## src/rtl/ctrf_pkg.sv

```systemverilog
// Shared types and constants for the compare timer with rollover flags.
package ctrf_pkg;

	// Compare channels that really exist (1 to 3).
	localparam int CMP_CHANNELS = 3;
	localparam int CMP_IDX_W    = (CMP_CHANNELS > 1) ? $clog2(CMP_CHANNELS) : 1;

	localparam int CNT_W  = 32;
	localparam int PRE_W  = 12;
	localparam int FLAG_W = 4;
	// Status and enable layout: compare flags in the low bits, rollover on top.
	localparam int ROLL_BIT = 3;

	// Operation codes of an input item.
	localparam logic [1:0] OP_TICK  = 2'd0;
	localparam logic [1:0] OP_READ  = 2'd1;
	localparam logic [1:0] OP_WRITE = 2'd2;

	// Bus register selects.
	localparam logic [2:0] REG_STATUS = 3'd0;
	localparam logic [2:0] REG_IRQ_EN = 3'd1;
	localparam logic [2:0] REG_CMP1   = 3'd2;
	localparam logic [2:0] REG_CMP2   = 3'd3;
	localparam logic [2:0] REG_CMP3   = 3'd4;
	localparam logic [2:0] REG_COUNT  = 3'd5;

	// Configuration register indexes.
	localparam logic CFG_ENABLE   = 1'b0;
	localparam logic CFG_PRESCALE = 1'b1;

	typedef struct packed {
		logic [1:0]       op;
		logic [2:0]       reg_sel;
		logic [CNT_W-1:0] wdata;
	} in_item_t;

	typedef struct packed {
		logic [CNT_W-1:0] rdata;
		logic             irq;
	} out_item_t;

endpackage

```

## src/rtl/compare_timer_with_rollover_flags.sv

```systemverilog
// Top level: free-running 32-bit timer with output compare and rollover flags.

// Each item is one timer tick, one register read or one register write, and
// yields exactly one result item (read data, zero unless a read, and the irq
// level after the item's update). The block takes one item per cycle unless
// the result register is stalled: an item is applied to the timer state in the
// cycle it is accepted and its result lands in a single output register, valid
// in the next cycle. Input ready drops only while the output register holds
// a result that the consumer has not taken. The critical path is the 32-bit
// counter increment followed by the equality compare against the compare
// registers. Ticks advance the prescaler while enabled; every prescale+1 ticks
// the counter steps, a wrap to zero sets the rollover flag (bit 3), and landing
// on a compare value sets that channel's flag (bits 0..2). Writing a one to a
// status bit clears it. The counter is read only. Configuration (enable,
// prescale) is written through cfg_we/cfg_index/cfg_wdata with no wait.
module compare_timer_with_rollover_flags
	import ctrf_pkg::*;
(
	input  logic             clk,
	input  logic             arst_n,
	input  logic             in_valid,
	output logic             in_ready,
	input  in_item_t         in_data,
	output logic             out_valid,
	input  logic             out_ready,
	output out_item_t        out_data,
	input  logic             cfg_we,
	input  logic             cfg_index,
	input  logic [PRE_W-1:0] cfg_wdata
);

	// Configuration
	logic             enable_q;
	logic [PRE_W-1:0] prescale_q;

	// Timer state
	logic [CNT_W-1:0]  cnt_q;
	logic [PRE_W-1:0]  pcnt_q;
	logic [CNT_W-1:0]  cmp_q [CMP_CHANNELS];
	logic [FLAG_W-1:0] status_q;
	logic [FLAG_W-1:0] irq_en_q;

	// Result register
	logic      out_valid_q;
	out_item_t out_q;

	logic accept;

	// Next-state values for the accepted item
	logic [CNT_W-1:0]  cnt_inc;
	logic              step;
	logic              advance;
	logic [CNT_W-1:0]  cnt_d;
	logic [PRE_W-1:0]  pcnt_d;
	logic [FLAG_W-1:0] status_d;
	logic [FLAG_W-1:0] irq_en_d;
	logic [CNT_W-1:0]  rdata_d;
	logic [2:0]        cmp_off;
	logic              cmp_sel_ok;
	logic [CMP_IDX_W-1:0] cmp_idx;

	assign accept    = in_valid && in_ready;
	// Take a new item whenever the result register is free or draining.
	assign in_ready  = !out_valid_q || out_ready;
	assign out_valid = out_valid_q;
	assign out_data  = out_q;

	// Compare register addressing for reads and writes.
	assign cmp_off    = in_data.reg_sel - REG_CMP1;
	assign cmp_sel_ok = (in_data.reg_sel == REG_CMP1 || in_data.reg_sel == REG_CMP2 ||
		in_data.reg_sel == REG_CMP3) && (cmp_off < 3'(CMP_CHANNELS));
	assign cmp_idx    = cmp_off[CMP_IDX_W-1:0];

	assign cnt_inc = cnt_q + 1'b1;
	assign advance = (in_data.op == OP_TICK) && enable_q;
	// A prescaler at or past its limit completes a counter step on this tick.
	assign step    = advance && (pcnt_q >= prescale_q);

	always_comb begin
		cnt_d    = cnt_q;
		pcnt_d   = pcnt_q;
		status_d = status_q;
		irq_en_d = irq_en_q;
		rdata_d  = '0;
		case (in_data.op)
			OP_TICK: begin
				if (step) begin
					pcnt_d = '0;
					cnt_d  = cnt_inc;
					if (cnt_inc == '0) begin
						status_d[ROLL_BIT] = 1'b1;
					end
					for (int ch = 0; ch < CMP_CHANNELS; ch++) begin
						if (cnt_inc == cmp_q[ch]) begin
							status_d[ch] = 1'b1;
						end
					end
				end else if (advance) begin
					pcnt_d = pcnt_q + 1'b1;
				end
			end
			OP_READ: begin
				unique case (in_data.reg_sel)
					REG_STATUS: rdata_d = CNT_W'(status_q);
					REG_IRQ_EN: rdata_d = CNT_W'(irq_en_q);
					REG_CMP1, REG_CMP2, REG_CMP3: begin
						if (cmp_sel_ok) begin
							rdata_d = cmp_q[cmp_idx];
						end
					end
					REG_COUNT: rdata_d = cnt_q;
					default:   rdata_d = '0;
				endcase
			end
			OP_WRITE: begin
				unique case (in_data.reg_sel)
					REG_STATUS: status_d = status_q & ~in_data.wdata[FLAG_W-1:0];
					REG_IRQ_EN: irq_en_d = in_data.wdata[FLAG_W-1:0];
					default:    ;
				endcase
			end
			default: ;
		endcase
	end

	// Configuration registers
	always_ff @(posedge clk or negedge arst_n) begin
		if (!arst_n) begin
			enable_q   <= 1'b0;
			prescale_q <= '0;
		end else if (cfg_we) begin
			unique case (cfg_index)
				CFG_ENABLE:   enable_q   <= cfg_wdata[0];
				CFG_PRESCALE: prescale_q <= cfg_wdata;
				default:      ;
			endcase
		end
	end

	// Timer state: update only on an accepted item
	always_ff @(posedge clk or negedge arst_n) begin
		if (!arst_n) begin
			cnt_q    <= '0;
			pcnt_q   <= '0;
			status_q <= '0;
			irq_en_q <= '0;
			for (int ch = 0; ch < CMP_CHANNELS; ch++) begin
				cmp_q[ch] <= '1;
			end
		end else if (accept) begin
			cnt_q    <= cnt_d;
			pcnt_q   <= pcnt_d;
			status_q <= status_d;
			irq_en_q <= irq_en_d;
			if (in_data.op == OP_WRITE && cmp_sel_ok) begin
				cmp_q[cmp_idx] <= in_data.wdata;
			end
		end
	end

	// Result register: hold until taken, load on accept
	always_ff @(posedge clk or negedge arst_n) begin
		if (!arst_n) begin
			out_valid_q <= 1'b0;
		end else if (accept) begin
			out_valid_q <= 1'b1;
		end else if (out_ready) begin
			out_valid_q <= 1'b0;
		end
	end

	always_ff @(posedge clk) begin
		if (accept) begin
			out_q.rdata <= rdata_d;
			out_q.irq   <= |(status_d & irq_en_d);
		end
	end

`ifndef ASSERT_OFF
	a_ready_when_free: assert property (@(posedge clk) disable iff (!arst_n)
		!out_valid_q |-> in_ready)
		else $error("input stalled with empty result register");

	a_result_follows: assert property (@(posedge clk) disable iff (!arst_n)
		accept |=> out_valid_q)
		else $error("accepted item produced no result");

	a_rdata_zero: assert property (@(posedge clk) disable iff (!arst_n)
		accept && in_data.op != OP_READ |=> out_q.rdata == '0)
		else $error("nonzero read data on a non-read item");

	a_hold_disabled: assert property (@(posedge clk) disable iff (!arst_n)
		!enable_q |=> cnt_q == $past(cnt_q) && pcnt_q == $past(pcnt_q))
		else $error("timer moved while disabled");

	a_rollover_flag: assert property (@(posedge clk) disable iff (!arst_n)
		accept && step && cnt_inc == '0 |=> status_q[ROLL_BIT])
		else $error("counter wrapped without rollover flag");
`endif

endmodule
```

## config.mk

```make
export PLATFORM = sky130hd
export DESIGN_NAME = compare_timer_with_rollover_flags
export DESIGN_NICKNAME = d
export VERILOG_FILES = /design/src/rtl/ctrf_pkg.sv /design/src/rtl/compare_timer_with_rollover_flags.sv
export SDC_FILE = /design/constraint.sdc
export NUM_CORES = 1
export LEC_CHECK = 0
export ABC_CLOCK_PERIOD_IN_PS = 3350
export BUFFER_PORTS_ARGS = -buffer_cell sky130_fd_sc_hd__buf_2
export CORE_ASPECT_RATIO = 0.75
export CORE_MARGIN = 3
export CORE_UTILIZATION = 37
export DETAILED_ROUTE_END_ITERATION = 10
export PLACE_DENSITY_LB_ADDON = 0.08
export SLEW_MARGIN = 20
export SYNTH_ARGS = -nofsm -noshare
export SYNTH_HDL_FRONTEND = slang
export SYNTH_SLANG_ARGS = --single-unit
```

## constraint.sdc

```tcl
create_clock -name clk -period 3.35 [get_ports clk]
set_input_delay 0.5025 -clock clk [delete_from_list [all_inputs] [get_ports clk]]
set_output_delay 0.5025 -clock clk [all_outputs]
set_load 0.03 [all_outputs]
```

==> run summary <==
status - finished, violations left
failing checks - hold timing
Worst setup EP type - register
clock root cell - clkbuf_16
final slew viol count - 0
Sw Share - 29.30%
Least-Margin Pin Slew - 0.6578 ns
Leakage - 5.895 nW
PnR worst setup slack - 0.1402 ns
Placed Area - 13,900 µm²
nets - 1,468
r2r setup slk - 0.14 ns
post-synthesis mux area share - 13.38%
# rows - 57
met3 Usage GRT - 3.881%
RD Place Congestion - 0.9678
CTS Sinks - 195
Synth Cell Area - 12,460 µm²
first-pass GRT wire length - 66,870 µm
reg-to-reg endpoint - out_data[0]
largest net degree at the start of global routing - 74
Syn. warnings - 0
io pins - 90
GRT Overall Usage - 25.32%
power density over the cells - 409.2 nW/µm²
initial antenna violation count - 1
M2 GR Usage - 38.30%
routed wire length - 44,500 µm
final hold vios - 1
Fin Setup TNS - 0 ns
largest family of logic cells by synthesized area - simple AND/OR/NAND/NOR gates
RSZ-0062 raised after global routing - no
P_sw - 1.744 mW
XOR/XNOR Fraction of Synth Area - 11.55%
Pre-antenna DRT Iters - 5
Worst slew margin - 55.59%
vias in the first global route - 10,080
hold buffer count at cts - 0
DRC viols - 0
area of the core - 32,810 µm²
R2R depth - 12
Clock power frac - 36.1%
max_cap viols - 0
Yosys cell types - 81
sequential area share after synthesis - 41.44%
DR vias - 10,300
CP max FO - 6
Post-Layout Inst Area - 14,550 µm²
combinational power share - 15.3%
layout cells sized above 1 - 33.95%
die area - 35,950 µm²
clk_skew - 0.01238 ns
GR Util met1 - 38.33%
Seq pwr share - 48.6%
Synth Area in Simple Gates - 18.69%
Num CTS Buffers - 17
Setup WS pre-CTS - 0.06589 ns
number of DRC markers in iteration 0 - 880
Detail Placement HPWL - 33,820 µm
prevailing post-synth register cell - dfstp_2
Initial Utilization - 37.99%
Final min period - 3.210 ns
WL per Instance - 24.02 µm
crit start category - register
Setup Viol. Count Final - 0
clock latency on the worst-skew pair - 0.47 ns
ys async rst share - 83.08%
hold crit path type - input pin to asynchronous set/reset pin
adder-cell share of the synthesized area - 1.506%
synthesis-to-layout area growth - 16.74%
Mapped Nets - 1,332
CTS H-tree depth - 4
CTS tree - yes
Critical Path RT - 3.69 ns
grt ovf - 0
Period Utilization, post-route - 95.81%
Max Buffers Root-to-Sink - 2
Port Buffer Count - 89
antenna cell count - 0
die span in y - 164.9 µm
DRT antenna net count - 0
vias per cell - 5.559
internal power - 4.209 mW
Hold Worst Slack - -0.008480 ns
global route hottest layer - met1
clock-pin slew on the worst setup and hold paths - 0.08 ns
post-synthesis cell count - 1,262
final core utilization - 44.35%
fmax - 311.5 MHz
Max IR drop VDD - 267.5 µV
Seq cells post-synth - 195
complex-gate fraction of the synthesized area - 9.487%
Die Wd - 217.9 µm
Critical Path AT - 3.54 ns
Post-synth EDFFs - 33
Crit Path Category - register to register
syn_area_per_cell - 9.876 µm²
worst reg2reg path startpoint - cnt_q[0]
cells in the mapped netlist, drive strengths merged, types with 30 or more instances:
library cell | count | share of area [%]
nor2 | 153 | 4.6
mux2 | 117 | 11
xnor2 | 109 | 7.7
dfstp | 96 | 20
nand2 | 86 | 2.7
a21oi | 81 | 3.3
dfrtp | 66 | 13
clkbuf | 45 | 1.4
nand3 | 40 | 1.7
xor2 | 38 | 2.7
buf | 35 | 1.7
mux2i | 35 | 2.8
edfxtp | 33 | 8.0
nand4 | 33 | 1.9
o21ai | 30 | 1.2
kinds of logic after synthesis:
logic type               count (synthesis)
AO/OA/AOI/OAI                          190
multiplexers                           152
buffers and inverters                  110
AND/OR/NAND/NOR                        447
XOR/XNOR                               153
adder cells (fa/ha/maj)                 15
flip-flops                             195
layout by cell type (no fill, tap or decap), types with 35 or more instances in the layout:
cell	n
dfstp_2	96
xnor2_1	108
mux2_2	117
a21oi_1	81
nor2_1	148
nand2_1	84
dfrtp_1	66
mux2i_1	35
buf_2	88
nand3_1	37
xor2_1	37
buf_4	107
how the worst max path moves through the flow:
| stage | from | endpoint | depth (start not counted) |
|---|---|---|---|
| 6_report | cnt_q[0] | out_data[0] | 12 |
| 5_1_grt | cnt_q[1] | out_data[0] | 12 |
| 4_1_cts | cnt_q[2] | out_data[0] | 10 |
| 3_5_place_dp | cnt_q[2] | out_data[0] | 10 |
| 3_3_place_gp | cnt_q[0] | out_data[0] | 10 |
| 2_1_floorplan | in_data[33] | cmp_q[66] | 13 |
power groups by stage:
stage	combinational [mW]	clock, mW	sequential [mW]
after floorplan	0.550	0	2.88
after global placement	0.903	0	2.94
after detailed placement	0.907	0	2.93
after CTS	0.912	2.22	2.89
after global routing	1.00	2.30	2.92
final	0.910	2.15	2.90
metal layers:
layer	wire length, µm	share of wire [%]
met4	576	1.3
met3	2351	5.3
met5	13	0.029
met2	19210	43
met1	22350	50
critical path, cell delays in order, from the launching register on:
cell and delay (ns):
dfrtp_1 0.47, ha_1 0.25, buf_4 0.15, xor2_1 0.15, buf_4 0.14, xnor2_1 0.18
o311ai_0 0.16, nor4_1 0.32, nand4_1 0.25, or4_1 0.58, nor4_2 0.19, nand4_1 0.13
nand4_1 0.11
layout make-up:
cell class	count	area (µm²)
Inverter	30	112.6
Clock buffer	18	439.2
Timing Repair Buffer	197	1275
Fill cell	3245	18260
Multi-Input combinational cell	957	6852
Tap cell	442	553.0
Clock inverter	14	152.6
Sequential cell	195	5165
sequential cells by signal, summed over array words and instances, names as in the netlist:
register	flops
cmp_q	96
cnt_q	32
enable_q	1
irq_en_q	4
out_data	33
out_valid	1
pcnt_q	12
prescale_q	12
status_q	4
repair_timing:
action                     CTS  global route
setup buffers                0             4
resized for setup            0             5
setup endpoints to repair    0             3
stage by stage:
step           std cells  power (mW)
6_report            1853       5.953
5_1_grt             1853       6.227
4_1_cts             1849       6.020
3_5_place_dp        1817       3.841
3_3_place_gp        1817       3.838
2_1_floorplan       1262       3.428
No activity file was read; power rests on OpenSTA's default activity.
